`config.mk`:
```
export PLATFORM = sky130hd
export DESIGN_NAME = adaptive_window_weight_filter_unit
export DESIGN_NICKNAME = d
export VERILOG_FILES = /design/src/rtl/awwf_pkg.sv /design/src/rtl/awwf_ctrl.sv /design/src/rtl/awwf_datapath.sv /design/src/rtl/adaptive_window_weight_filter_unit.sv
export SDC_FILE = /design/constraint.sdc
export NUM_CORES = 2
export LEC_CHECK = 0
export CAP_MARGIN = 20
export CORE_MARGIN = 8
export CORE_UTILIZATION = 45
export CTS_CLUSTER_SIZE = 20
export DETAILED_ROUTE_END_ITERATION = 7
export DONT_BUFFER_PORTS = 1
export PLACE_DENSITY = 0.65
export SYNTH_ARGS = -nofsm -noshare
export SYNTH_HDL_FRONTEND = slang
export SYNTH_HIERARCHICAL = 1
export SYNTH_SLANG_ARGS = --single-unit
```
`constraint.sdc`:
```
create_clock -name clock -period 7.7 [get_ports clock]
set_clock_uncertainty 0.05 [all_clocks]
set_input_delay 0.77 -clock clock [delete_from_list [all_inputs] [get_ports clock]]
set_output_delay 0.77 -clock clock [all_outputs]
set_load 0.02 [all_outputs]
```
`src/rtl/awwf_pkg.sv`:
```
package awwf_pkg;

   localparam int HISTORY_DEPTH = 128;
   localparam int MAX_WINDOW    = 100;

   localparam int SAMPLE_W  = 23;
   localparam int WIN_W     = 7;
   localparam int THR_W     = 16;
   localparam int DIFF_W    = SAMPLE_W + 1;
   localparam int PTR_W     = $clog2(HISTORY_DEPTH);
   localparam int CNT_W     = $clog2(HISTORY_DEPTH + 1);
   localparam int SUM_W     = SAMPLE_W + WIN_W;
   localparam int MAG_W     = SUM_W - 1;
   localparam int DIV_CNT_W = $clog2(MAG_W + 1);
   localparam int DATA_W    = ((SAMPLE_W + 7) / 8) * 8;
   localparam int CSR_ADDR_W = 4;
   localparam int CSR_DATA_W = 32;

   localparam logic signed [SAMPLE_W-1:0] HEAVY_LIMIT = SAMPLE_W'(1800000);
   localparam logic signed [SAMPLE_W-1:0] LIGHT_LIMIT = SAMPLE_W'(100000);
   localparam int SHORT_LAG    = 10;
   localparam int LONG_LAG     = 30;
   localparam int SHORT_MOTION = 20;
   localparam int LONG_MOTION  = 30;
   localparam int HEAVY_JUMP   = 30;
   localparam int STEP_LOW     = 10;
   localparam int STEP_HIGH    = 30;

   localparam logic [THR_W-1:0] JUMP_THRESHOLD_RESET = THR_W'(10);
   localparam logic [WIN_W-1:0] WINDOW_LIMIT_RESET   = WIN_W'(10);

   typedef enum logic [1:0] {
      REG_JUMP_THRESHOLD = 2'd0,
      REG_WINDOW_LIMIT   = 2'd1,
      REG_LONG_LAG_MODE  = 2'd2
   } reg_index_type;

   typedef enum logic [2:0] {
      ST_IDLE,
      ST_LAG_A,
      ST_LAG_B,
      ST_EVAL,
      ST_SUM,
      ST_DIV,
      ST_DONE
   } state_type;

   typedef struct packed {
      logic load;
      logic rd_lag10;
      logic rd_lag30;
      logic cap_lag10;
      logic eval;
      logic sum_rd;
      logic div_init;
      logic div_step;
      logic out_load;
   } dp_cmd_type;

   typedef struct packed {
      logic sum_done;
      logic div_done;
      logic out_free;
   } dp_status_type;

   typedef struct packed {
      logic [THR_W-1:0] jump_threshold;
      logic [WIN_W-1:0] window_limit;
      logic             long_lag_mode;
   } cfg_type;

endpackage

```
`src/rtl/awwf_ctrl.sv`:
```
module awwf_ctrl (
   input  logic                      clock,
   input  logic                      reset,
   input  logic                      req_valid,
   output logic                      req_ready,
   input  awwf_pkg::dp_status_type   status,
   output awwf_pkg::dp_cmd_type      cmd
);
   import awwf_pkg::*;

   state_type state_ff, state_in;

   always_ff @(posedge clock) begin
      if (reset) begin
         state_ff <= ST_IDLE;
      end else begin
         state_ff <= state_in;
      end
   end

   always_comb begin
      state_in = state_ff;
      case (state_ff)
         ST_IDLE: begin
            if (req_valid) state_in = ST_LAG_A;
         end
         ST_LAG_A: state_in = ST_LAG_B;
         ST_LAG_B: state_in = ST_EVAL;
         ST_EVAL:  state_in = ST_SUM;
         ST_SUM: begin
            if (status.sum_done) state_in = ST_DIV;
         end
         ST_DIV: begin
            if (status.div_done) state_in = ST_DONE;
         end
         ST_DONE: begin
            if (status.out_free) state_in = ST_IDLE;
         end
         default: state_in = ST_IDLE;
      endcase
   end

   always_comb begin
      cmd       = '0;
      req_ready = 1'b0;
      case (state_ff)
         ST_IDLE: begin
            req_ready = 1'b1;
            cmd.load  = req_valid;
         end
         ST_LAG_A: cmd.rd_lag10 = 1'b1;
         ST_LAG_B: begin
            cmd.rd_lag30  = 1'b1;
            cmd.cap_lag10 = 1'b1;
         end
         ST_EVAL: cmd.eval = 1'b1;
         ST_SUM: begin
            if (status.sum_done) begin
               cmd.div_init = 1'b1;
            end else begin
               cmd.sum_rd = 1'b1;
            end
         end
         ST_DIV: cmd.div_step = !status.div_done;
         ST_DONE: cmd.out_load = status.out_free;
         default: cmd = '0;
      endcase
   end

endmodule

```
`src/rtl/awwf_datapath.sv`:
```
module awwf_datapath (
   input  logic                                  clock,
   input  logic                                  reset,
   input  awwf_pkg::dp_cmd_type                  cmd,
   output awwf_pkg::dp_status_type               status,
   input  awwf_pkg::cfg_type                     cfg,
   input  logic signed [awwf_pkg::SAMPLE_W-1:0]  req_sample,
   input  logic                                  rsp_ready,
   output logic                                  rsp_valid,
   output logic signed [awwf_pkg::SAMPLE_W-1:0]  rsp_filtered,
   output logic                                  rsp_motion
);
   import awwf_pkg::*;

   // history ring, newest entry at head
   logic signed [SAMPLE_W-1:0] hist_mem [HISTORY_DEPTH];

   logic [PTR_W-1:0]  head_ff, head_in, head_inc;
   logic [CNT_W-1:0]  fill_ff, fill_in;
   logic [PTR_W-1:0]  rd_k, rd_addr;
   logic signed [SAMPLE_W-1:0] rd_data_ff;
   logic              rd_ok_ff;
   logic signed [SAMPLE_W-1:0] rd_val;

   logic signed [SAMPLE_W-1:0] sample_ff, sample_in;
   logic signed [SAMPLE_W-1:0] lag10_ff, lag10_in;
   logic [WIN_W-1:0]  age_ff, age_in;
   logic [WIN_W-1:0]  winlen_ff, winlen_in;
   logic              motion_ff, motion_in;

   logic signed [DIFF_W-1:0] diff10, diff30;
   logic [DIFF_W-1:0] abs10, abs30, jump_lim;
   logic              heavy, light, motion_c, jump_c;
   logic [WIN_W-1:0]  age_c, win_c;
   logic [WIN_W:0]    win_raw, wl_plus;

   logic [CNT_W-1:0]  lim_ff, lim_in;
   logic [CNT_W-1:0]  sum_idx_ff, sum_idx_in;
   logic              pend_ff, pend_in;
   logic signed [SUM_W-1:0] sum_ff, sum_in;

   logic [MAG_W-1:0]     q_ff, q_in;
   logic [WIN_W-1:0]     rem_ff, rem_in;
   logic [DIV_CNT_W-1:0] div_cnt_ff, div_cnt_in;
   logic                 neg_ff, neg_in;
   logic [WIN_W:0]       rem_sh;
   logic                 rem_ge;
   logic [SUM_W-1:0]     sum_abs;
   logic [SAMPLE_W-1:0]  mean_c;

   logic                       out_valid_ff, out_valid_in;
   logic signed [SAMPLE_W-1:0] out_filt_ff, out_filt_in;
   logic                       out_motion_ff, out_motion_in;

   // memory
   assign head_inc = (head_ff == PTR_W'(HISTORY_DEPTH - 1)) ? '0 : head_ff + 1'b1;

   always_comb begin
      rd_k = sum_idx_ff[PTR_W-1:0];
      if (cmd.rd_lag10) rd_k = PTR_W'(SHORT_LAG);
      if (cmd.rd_lag30) rd_k = PTR_W'(LONG_LAG);
      rd_addr = (head_ff >= rd_k) ? head_ff - rd_k : head_ff + PTR_W'(HISTORY_DEPTH) - rd_k;
   end

   always_ff @(posedge clock) begin
      if (cmd.load) hist_mem[head_inc] <= req_sample;
      rd_data_ff <= hist_mem[rd_addr];
      rd_ok_ff   <= CNT_W'(rd_k) < fill_ff;
   end

   assign rd_val = rd_ok_ff ? rd_data_ff : '0;

   always_comb begin
      head_in = head_ff;
      fill_in = fill_ff;
      if (cmd.load) begin
         head_in = head_inc;
         if (fill_ff != CNT_W'(HISTORY_DEPTH)) fill_in = fill_ff + 1'b1;
      end
   end

   // motion, jump and window
   always_comb begin
      heavy  = sample_ff < HEAVY_LIMIT;
      light  = sample_ff > LIGHT_LIMIT;
      diff10 = {sample_ff[SAMPLE_W-1], sample_ff} - {lag10_ff[SAMPLE_W-1], lag10_ff};
      diff30 = {sample_ff[SAMPLE_W-1], sample_ff} - {rd_val[SAMPLE_W-1], rd_val};
      abs10  = diff10[DIFF_W-1] ? DIFF_W'(-diff10) : DIFF_W'(diff10);
      abs30  = diff30[DIFF_W-1] ? DIFF_W'(-diff30) : DIFF_W'(diff30);
      motion_c = heavy && (cfg.long_lag_mode ? (abs30 > DIFF_W'(LONG_MOTION))
                                             : (abs10 > DIFF_W'(SHORT_MOTION)));
      jump_lim = heavy ? DIFF_W'(cfg.jump_threshold) : DIFF_W'(HEAVY_JUMP);
      jump_c   = abs10 > jump_lim;
      if (jump_c) begin
         age_c = WIN_W'(1);
      end else if (age_ff < WIN_W'(MAX_WINDOW)) begin
         age_c = age_ff + 1'b1;
      end else begin
         age_c = age_ff;
      end
      wl_plus = {1'b0, winlen_ff} + 1'b1;
      if (light) begin
         win_raw = (age_c > cfg.window_limit) ? {1'b0, cfg.window_limit} : {1'b0, age_c};
         win_c   = win_raw[WIN_W-1:0];
      end else begin
         if (age_c < WIN_W'(STEP_LOW)) begin
            win_raw = {1'b0, age_c};
         end else if (age_c < WIN_W'(STEP_HIGH)) begin
            win_raw = (WIN_W + 1)'(STEP_LOW);
         end else begin
            win_raw = wl_plus;
         end
         win_c = (win_raw > (WIN_W + 1)'(MAX_WINDOW)) ? WIN_W'(MAX_WINDOW)
                                                      : win_raw[WIN_W-1:0];
      end
   end

   always_comb begin
      sample_in = cmd.load ? req_sample : sample_ff;
      lag10_in  = cmd.cap_lag10 ? rd_val : lag10_ff;
      age_in    = cmd.eval ? age_c : age_ff;
      winlen_in = cmd.eval ? win_c : winlen_ff;
      motion_in = cmd.eval ? motion_c : motion_ff;
      lim_in    = lim_ff;
      if (cmd.eval) begin
         lim_in = (CNT_W'(win_c) < CNT_W'(HISTORY_DEPTH)) ? CNT_W'(win_c)
                                                          : CNT_W'(HISTORY_DEPTH);
      end
   end

   // window sum, one entry per cycle
   always_comb begin
      sum_idx_in = sum_idx_ff;
      pend_in    = 1'b0;
      sum_in     = sum_ff;
      if (cmd.eval) begin
         sum_idx_in = '0;
         sum_in     = '0;
      end else begin
         if (cmd.sum_rd && (sum_idx_ff != lim_ff)) begin
            sum_idx_in = sum_idx_ff + 1'b1;
            pend_in    = 1'b1;
         end
         if (pend_ff) begin
            sum_in = sum_ff + {{(SUM_W - SAMPLE_W){rd_val[SAMPLE_W-1]}}, rd_val};
         end
      end
   end

   assign status.sum_done = (sum_idx_ff == lim_ff) && !pend_ff;

   // restoring divider on the magnitude
   always_comb begin
      sum_abs    = sum_ff[SUM_W-1] ? SUM_W'(-sum_ff) : SUM_W'(sum_ff);
      rem_sh     = {rem_ff, q_ff[MAG_W-1]};
      rem_ge     = rem_sh >= {1'b0, winlen_ff};
      q_in       = q_ff;
      rem_in     = rem_ff;
      div_cnt_in = div_cnt_ff;
      neg_in     = neg_ff;
      if (cmd.div_init) begin
         q_in       = sum_abs[MAG_W-1:0];
         rem_in     = '0;
         div_cnt_in = DIV_CNT_W'(MAG_W);
         neg_in     = sum_ff[SUM_W-1];
      end else if (cmd.div_step) begin
         q_in       = {q_ff[MAG_W-2:0], rem_ge};
         rem_in     = rem_ge ? WIN_W'(rem_sh - {1'b0, winlen_ff}) : rem_sh[WIN_W-1:0];
         div_cnt_in = div_cnt_ff - 1'b1;
      end
   end

   assign status.div_done = (div_cnt_ff == '0);

   // result register
   always_comb begin
      mean_c = q_ff[SAMPLE_W-1:0];
      if (winlen_ff == '0) begin
         out_filt_in = '0;
      end else if (neg_ff) begin
         out_filt_in = -mean_c;
      end else begin
         out_filt_in = mean_c;
      end
      out_motion_in = motion_ff;
      if (cmd.out_load) begin
         out_valid_in = 1'b1;
      end else if (rsp_ready) begin
         out_valid_in = 1'b0;
      end else begin
         out_valid_in = out_valid_ff;
      end
   end

   assign status.out_free = !out_valid_ff || rsp_ready;

   always_ff @(posedge clock) begin
      if (reset) begin
         head_ff      <= '0;
         fill_ff      <= '0;
         age_ff       <= '0;
         winlen_ff    <= '0;
         pend_ff      <= 1'b0;
         div_cnt_ff   <= '0;
         out_valid_ff <= 1'b0;
      end else begin
         head_ff      <= head_in;
         fill_ff      <= fill_in;
         age_ff       <= age_in;
         winlen_ff    <= winlen_in;
         pend_ff      <= pend_in;
         div_cnt_ff   <= div_cnt_in;
         out_valid_ff <= out_valid_in;
      end
   end

   always_ff @(posedge clock) begin
      sample_ff  <= sample_in;
      lag10_ff   <= lag10_in;
      motion_ff  <= motion_in;
      lim_ff     <= lim_in;
      sum_idx_ff <= sum_idx_in;
      sum_ff     <= sum_in;
      q_ff       <= q_in;
      rem_ff     <= rem_in;
      neg_ff     <= neg_in;
      if (cmd.out_load) begin
         out_filt_ff   <= out_filt_in;
         out_motion_ff <= out_motion_in;
      end
   end

   assign rsp_valid    = out_valid_ff;
   assign rsp_filtered = out_filt_ff;
   assign rsp_motion   = out_motion_ff;

endmodule

```
`src/rtl/adaptive_window_weight_filter_unit.sv`:
```
// Adaptive window weight filter. Each item on req carries one signed weight sample
// (0.0001 units); each produces one item on rsp with the mean of the newest window
// samples and a motion flag. One item is processed at a time: after acceptance the
// window is summed from the single-port history memory, read one entry per cycle,
// and a bit-serial restoring divider forms the mean from its 29-bit magnitude.
// A finished result waits in an output register, so the next item is taken while
// it is pending. The user must write registers over csr only while the block is
// idle; the block itself does not enforce this.
module adaptive_window_weight_filter_unit (
   input  logic                                clock,
   input  logic                                reset,
   input  logic                                req_tvalid,
   output logic                                req_tready,
   input  logic [awwf_pkg::DATA_W-1:0]         req_tdata,   // sample
   output logic                                rsp_tvalid,
   input  logic                                rsp_tready,
   output logic [awwf_pkg::DATA_W-1:0]         rsp_tdata,   // filtered
   output logic                                rsp_tuser,   // motion
   input  logic                                csr_psel,
   input  logic                                csr_penable,
   input  logic                                csr_pwrite,
   input  logic [awwf_pkg::CSR_ADDR_W-1:0]     csr_paddr,
   input  logic [awwf_pkg::CSR_DATA_W-1:0]     csr_pwdata,
   output logic [awwf_pkg::CSR_DATA_W-1:0]     csr_prdata,
   output logic                                csr_pready
);
   import awwf_pkg::*;

   logic [THR_W-1:0] thr_ff, thr_in;
   logic [WIN_W-1:0] wlim_ff, wlim_in;
   logic             mode_ff, mode_in;
   logic             csr_wr;
   reg_index_type    csr_idx;
   cfg_type          cfg;
   dp_cmd_type       cmd;
   dp_status_type    status;
   logic signed [SAMPLE_W-1:0] filtered;

   assign csr_pready = 1'b1;
   assign csr_wr     = csr_psel && csr_penable && csr_pwrite;
   assign csr_idx    = reg_index_type'(csr_paddr[3:2]);

   always_comb begin
      thr_in  = thr_ff;
      wlim_in = wlim_ff;
      mode_in = mode_ff;
      if (csr_wr) begin
         case (csr_idx)
            REG_JUMP_THRESHOLD: thr_in  = csr_pwdata[THR_W-1:0];
            REG_WINDOW_LIMIT:   wlim_in = csr_pwdata[WIN_W-1:0];
            REG_LONG_LAG_MODE:  mode_in = csr_pwdata[0];
            default: ;
         endcase
      end
   end

   always_comb begin
      case (csr_idx)
         REG_JUMP_THRESHOLD: csr_prdata = CSR_DATA_W'(thr_ff);
         REG_WINDOW_LIMIT:   csr_prdata = CSR_DATA_W'(wlim_ff);
         REG_LONG_LAG_MODE:  csr_prdata = CSR_DATA_W'(mode_ff);
         default:            csr_prdata = '0;
      endcase
   end

   always_ff @(posedge clock) begin
      if (reset) begin
         thr_ff  <= JUMP_THRESHOLD_RESET;
         wlim_ff <= WINDOW_LIMIT_RESET;
         mode_ff <= 1'b0;
      end else begin
         thr_ff  <= thr_in;
         wlim_ff <= wlim_in;
         mode_ff <= mode_in;
      end
   end

   assign cfg.jump_threshold = thr_ff;
   assign cfg.window_limit   = wlim_ff;
   assign cfg.long_lag_mode  = mode_ff;

   awwf_ctrl u_ctrl (
      .clock     (clock),
      .reset     (reset),
      .req_valid (req_tvalid),
      .req_ready (req_tready),
      .status    (status),
      .cmd       (cmd)
   );

   awwf_datapath u_datapath (
      .clock        (clock),
      .reset        (reset),
      .cmd          (cmd),
      .status       (status),
      .cfg          (cfg),
      .req_sample   (req_tdata[SAMPLE_W-1:0]),
      .rsp_ready    (rsp_tready),
      .rsp_valid    (rsp_tvalid),
      .rsp_filtered (filtered),
      .rsp_motion   (rsp_tuser)
   );

   assign rsp_tdata = DATA_W'(unsigned'(filtered));

endmodule

```
# Yosys cells after proc, flatten, opt, wreduce, memory -nomap -nowiden
# Memory sizes are Yosys's and may differ from the RTL's. A register that Yosys moved wholly into a read port is not among the register bits.
# Cells that the tools add are included.
dict set report word_totals {
  regBits 217
  ram_bits 2944
  inputBits 67
  out_inout_bits 60
  wordCells 134
  mem_count 1
}
# memory depth width read_ports rd_ports_with_merged_regs write_ports line
set memory_table {}
lappend memory_table {u_datapath.hist_mem 128 23 1 1 1 awwf_datapath.sv:16} ;# logic signed [SAMPLE_W-1:0] hist_mem [HISTORY_DEPTH];
dict set report op_classes {
  addsub 15
  n_lt_le_gt_ge 12
  n_eq_ne 16
  mux 44
  n_reduce_logical 22
}
# cell n
set ops {}
lappend ops {{2-to-1 mux 29 bit} 3}
lappend ops {{2-to-1 mux 7 bit} 9}
lappend ops {{> comparator 24 x 5 -> 1 bit (second input constant)} 2}
lappend ops {{2-to-1 mux 24 bit} 2}
lappend ops {{negation 24 bit} 2}
lappend ops {{case mux 16 bit (3 select lines)} 1}
lappend ops {{subtractor 23 x 23 -> 24 bit} 2}
lappend ops {{2-to-1 mux 23 bit} 2}
lappend ops {{adder 30 bit} 1}
lappend ops {{negation 29 bit} 1}
lappend ops {{> comparator 24 bit} 1}
lappend ops {{2-to-1 mux 8 bit} 3}
lappend ops {{> comparator 23 x 18 -> 1 bit (second input constant)} 1}
lappend ops {{less-than comparator 23 x 22 -> 1 bit (second input constant)} 1}
lappend ops {{negation 23 bit} 1}
lappend ops {{case mux 3 bit (7 select lines)} 1}
lappend ops {{adder 8 x 1 -> 8 bit (second input constant)} 2}
lappend ops {{2-to-1 mux 16 bit} 1}
lappend ops {{adder 7 x 1 -> 7 bit (second input constant)} 2}
lappend ops {{2-to-1 mux 1 bit} 14}
lappend ops {{subtractor 7 bit} 2}
lappend ops {{2-to-1 mux 3 bit} 4}
lappend ops {{2-to-1 mux 5 bit} 2}
lappend ops {{equality test 3 bit (second input constant)} 3}
lappend ops {{31 further kinds} 46}

# Longest topological paths before layout
dict set report depth {
  ltp_word 12
  depth_mapped 38
  ltp_nobuf 33
}

# By module
# Netlist, hierarchy kept.
# module n_inst cells_each area_each_um2
set modules_own_cells {}
lappend modules_own_cells {awwf_datapath 1 6312 128042.8}
lappend modules_own_cells {adaptive_window_weight_filter_unit 1 149 1327.5}
lappend modules_own_cells {awwf_ctrl 1 32 242.7}

# Worst setup path after synthesis
# No wires, ideal clock.
dict set report synth_timing {
  path_type {reg2reg}
  from {register u_datapath.sample_ff[0]}
  to {register u_datapath.lim_ff[5] (data pin)}
  arrival_ns 6.464
  path_slack_ns 0.919
  path_stages_with_launch 34
  cell_sequence {edfxtp_1 inv_1 ha_1 inv_1 fa_1 a21o_1 a221oi_4 xnor2_1 nor4b_4 o211ai_4 nor4_1 nor2b_1 nor2_1 xor2_1 ha_1 a21o_1 a21o_1 a21oi_1 o21ai_0 a21oi_1 a31oi_1 nand4b_4 buf_4 clkbuf_1 nor2_1 ha_1 a21o_1 a21oi_1 a31oi_1 a21oi_1 o41ai_4 a311oi_4 mux2i_1 o21ai_1}
}
dict set report synth_between {
  elab_chain_len 12
  elab_cells_between_ends 18
  cone_classes {add/sub: 2; order compare: 7; mux: 9}
}
# item line
set synth_rtl {}
lappend synth_rtl {{start: declaration} awwf_datapath.sv:25} ;# logic signed [SAMPLE_W-1:0] sample_ff, sample_in;
lappend synth_rtl {{start signal: assignment} awwf_datapath.sv:218} ;# sample_ff <= sample_in;
lappend synth_rtl {{subtractor 23 x 23 -> 24 bit} awwf_datapath.sv:86} ;# diff10 = {sample_ff[SAMPLE_W-1], sample_ff} - {lag10_ff[SAMPLE_W-1], lag10_ff};
lappend synth_rtl {{negation 24 bit} awwf_datapath.sv:88} ;# abs10 = diff10[DIFF_W-1] ? DIFF_W'(-diff10) : DIFF_W'(diff10);
lappend synth_rtl {{2-to-1 mux 24 bit} awwf_datapath.sv:88}
lappend synth_rtl {{> comparator 24 bit *} awwf_datapath.sv:93} ;# jump_c = abs10 > jump_lim;
lappend synth_rtl {{2-to-1 mux 7 bit *} awwf_datapath.sv:94} ;# if (jump_c) begin
lappend synth_rtl {{via u_datapath.age_c[1]} awwf_datapath.sv:34} ;# logic [WIN_W-1:0] age_c, win_c;
lappend synth_rtl {{less-than comparator 7 x 5 -> 1 bit} awwf_datapath.sv:108} ;# end else if (age_c < WIN_W'(STEP_HIGH)) begin
lappend synth_rtl {{2-to-1 mux 8 bit} awwf_datapath.sv:108}
lappend synth_rtl {{2-to-1 mux 8 bit} awwf_datapath.sv:106} ;# if (age_c < WIN_W'(STEP_LOW)) begin
lappend synth_rtl {{2-to-1 mux 8 bit} awwf_datapath.sv:102} ;# if (light) begin
lappend synth_rtl {{> comparator 8 x 7 -> 1 bit} awwf_datapath.sv:113} ;# win_c = (win_raw > (WIN_W + 1)'(MAX_WINDOW)) ? WIN_W'(MAX_WINDOW)
lappend synth_rtl {{2-to-1 mux 7 bit} awwf_datapath.sv:113}
lappend synth_rtl {{2-to-1 mux 7 bit *} awwf_datapath.sv:102}
lappend synth_rtl {{via u_datapath.win_c[5]} awwf_datapath.sv:34}
lappend synth_rtl {{end signal: assignment} awwf_datapath.sv:221} ;# lim_ff <= lim_in;
lappend synth_rtl {{end: declaration} awwf_datapath.sv:37} ;# logic [CNT_W-1:0] lim_ff, lim_in;
# Mark *: on every way through the listed nets, which the timed path passes. The rest lies on a longest branch. The select of a mux whose other input is x is not followed.
# A chain may end at the register's enable or synchronous reset.

# Worst setup path in the final report
# Same ends and word-level chain as after synthesis.

==> impl_metrics.yaml <==
run_status:
  status: "completed"
timing:
  finalHoldViolations: 0
  finalCritPeriodShare: 0.933
  rsz0062_at_grt: "no"
  fin_crit_ps: 7190
  hold_slack_ps: 62.4
  setup_viol: 0
  maxSlewHeadroom: 0.236
  drv_slew: 0
  finalSetupTns_ps: 0
  tightest_slew_ps: 1140
  clock.fmax_mhz: 139
worst_hold_path:
  holdPathEnd: "thr_ff[0]"
  hold_path.startpoint: "reset"
  holdPathStages: 2
  hold_class: "in -> reg"
synthesis:
  avgSynthCellArea_sq_um: 20.0
  netlist_instances: 6493
  ys_types: 98
  synth.cell_area_sq_um: 130000
  synth_edf_count: 3052
  ys_seq_area_frac: 0.727
  ys_async_sr_fraction: 0
  yosys_warnings: 6
  ys_ff_latch: 3184
  synthFlopType: "edfxtp_1"
layout:
  fill_cells: 22403
  layout_commonest_cell: "edfxtp_1"
  layout-drive-gt1-share: 0.264
  fin_nets: 6985
  mostFrequentLayoutCells: "edfxtp_1 (3052), mux4_2 (920), clkbuf_16 (331)"
  final_util: 0.514
  area_growth_pct: 13.9
global_route:
  grt_pass1_wl_um: 472000
  overflow: 0
  track_usage: 0.211
  grt_max_degree: 130
  grt_pass1_vias: 65456
  antenna_found_initial: 14
clock_tree:
  cts.reportedPaths.clkPinSlew_ps: 60
  cts_sinks: 3184
  cts_tree: "yes"
  numCtsBuffers: 329
  cts.path.max_buffers: 4
  cts_max_level: 5
  clock_latency_ps: 910
  cts_root_buf: "clkbuf_16"
setup_path:
  rrSetupSlack_ps: 510
  reg2reg_depth: 29
  worstSetupPathType: "reg -> reg"
  crit_path_end_kind: "flop"
  required_ps: 8250
  path_max_fanout: 7
  rr_startpoint: "u_datapath/sample_ff[0]"
  crit_top_cell: "a21oi_1"
  start_kind: "flop"
  cpMaxStageDelayCell: "or4_4"
  slowest_delay_ps: 600
  reg2reg_to: "u_datapath/lim_ff[5]"
  cp.arrival_ps: 7730
detailed_routing:
  vias_per_cell: 6.03
  wire_per_inst_um: 30.6
  antenna_left: 0
  routed_wl_um: 331000
  first_pass_iters: 6
  first_iter_violations: 7885
  vias: 65299
  drc: 0
die:
  fp.dieW_um: 553
  die_h_um: 553
  ios: 127
  rows: 197
  core_area_sq_um: 287000
  start_util: 0.451
  die_area_sq_um: 305000
place:
  hpwlAfterDp_um: 175000
  place_congestion: 0.882
  numPortBuffers: 0
pwr:
  power.total_mw: 56.8
  power_density_nw_per_um2: 385
  vdd_drop_max_mv: 0.399
  p_leak_nw: 47.4
flow_run:
  cap_violations: 0
==> metal layers <==
layer | GRT usage | wire (um) | part of all wire | vias to the layer above
met2 | 0.342 | 158000 | 0.48 | 2794
met5 | 0 | 23 | 0.000069 | -
met3 | 0.0338 | 26200 | 0.079 | 511
li1 | - | - | - | 27269
met1 | 0.294 | 135000 | 0.41 | 34721
met4 | 0.0748 | 12500 | 0.038 | 4
==> synthesized netlist by cell type (21+ instances only) <==
| cell | instances | share of area |
|---|---|---|
| nand4_1 | 21 | 0.0010 |
| inv_1 | 130 | 0.0038 |
| or3_1 | 30 | 0.0014 |
| o21ai_0 | 120 | 0.0046 |
| nand2b_1 | 34 | 0.0016 |
| and2_1 | 24 | 0.0012 |
| edfxtp_1 | 3052 | 0.71 |
| nor3_1 | 52 | 0.0020 |
| mux4_2 | 920 | 0.16 |
| xnor2_1 | 82 | 0.0055 |
| mux2_2 | 46 | 0.0040 |
| a21o_1 | 42 | 0.0024 |
| xor2_1 | 92 | 0.0062 |
| clkbuf_1 | 213 | 0.0062 |
| a21oi_1 | 155 | 0.0060 |
| ha_1 | 129 | 0.012 |
| dfxtp_1 | 132 | 0.020 |
| buf_1 | 83 | 0.0024 |
| mux2i_1 | 114 | 0.0088 |
| o31ai_1 | 29 | 0.0017 |
| buf_4 | 24 | 0.0014 |
| nand2_1 | 211 | 0.0061 |
| nor2b_1 | 22 | 0.0011 |
| nor2_1 | 378 | 0.011 |
| nand3_1 | 51 | 0.0020 |
| o211ai_1 | 31 | 0.0018 |
==> kinds of logic (layout without fill, tap and decap cells) <==
kind of cell | after synthesis | in the layout | synth area share
muxes | 1081 | 1081 | 0.173
buffers and inverters | 460 | 997 | 0.0142
xor gates and xnor gates | 175 | 175 | 0.0119
adders and majority gates | 134 | 134 | 0.0132
other | 2 | 25 | 0.0000579
DFF | 3184 | 3184 | 0.727
AOI/OAI and AO/OA | 527 | 527 | 0.0263
and+or+nand+nor | 930 | 930 | 0.0341
==> layout make-up <==
type | instances | area (sq um) | share of cell area
antenna | 7 | 17.5 | 0.000119
clock buffer | 417 | 8660 | 0.0586
clock inverter | 176 | 1980 | 0.0134
inverter | 132 | 495 | 0.00336
multi-input combinational | 2865 | 34100 | 0.231
sequential | 3184 | 94300 | 0.639
tap | 3781 | 4730 | 0.0321
timing repair buffer | 272 | 3350 | 0.0227
==> worst max-delay path: cells and delay by family (launching register included) <==
kind	cells	cell delay, ps
buf+inv	2	160
compound gates	17	3180
simple gates	3	1230
fa+ha+maj	4	1210
flops	1	380
mux	1	300
xor+xnor	2	360
==> through the flow <==
stage / area, sq um / setup slack, ps / std cells
floorplan: 130000 / 919 / 6509
global placement: 135000 / 444 / 10162
detailed placement: 135000 / 528 / 10162
CTS: 148000 / 431 / 10826
global route: 148000 / 24.5 / 10829
finish: 148000 / 513 / 10834
==> timing repair <==
| action | in CTS | in global routing |
|---|---|---|
| resized for setup | 0 | 1 |
| endpoints found under the setup margin | 0 | 7 |
| hold buffers | 71 | 0 |
| hold endpoints to repair | 2083 | 0 |
| setup buffers | 0 | 1 |
==> power breakdown <==
part | switching, mW | internal (mW) | total (mW)
sequential | 0.180 | 19.2 | 19.4
clock | 6.72 | 8.93 | 15.7
combinational | 12.2 | 9.55 | 21.8
total | 19.1 | 37.7 | 56.8
==> worst max-delay path by stage <==
stage,start,endpoint,slack [ps],depth (start not counted)
floorplan,u_datapath/sample_ff[0],u_datapath/lim_ff[5],920,33
detailed placement,u_datapath/sample_ff[0],u_datapath/lim_ff[5],530,31
finish,u_datapath/sample_ff[0],u_datapath/lim_ff[5],510,29
CTS,u_datapath/sample_ff[0],u_datapath/lim_ff[5],430,31
global route,u_datapath/sample_ff[0],u_datapath/lim_ff[5],20,31
global placement,u_datapath/sample_ff[0],u_datapath/lim_ff[5],440,31
==> registers in the layout (all words and copies together), names as in the netlist, 16 cells and up <==
| signal | cells |
|---|---|
| u_datapath/hist_mem | 2944 |
| u_datapath/sample_ff | 23 |
| u_datapath/sum_ff | 30 |
| u_datapath/rd_data_ff | 23 |
| u_datapath/rsp_filtered | 23 |
| u_datapath/q_ff | 29 |
| u_datapath/lag10_ff | 23 |
| thr_ff | 16 |
No activity file was read; power rests on OpenSTA's default activity.
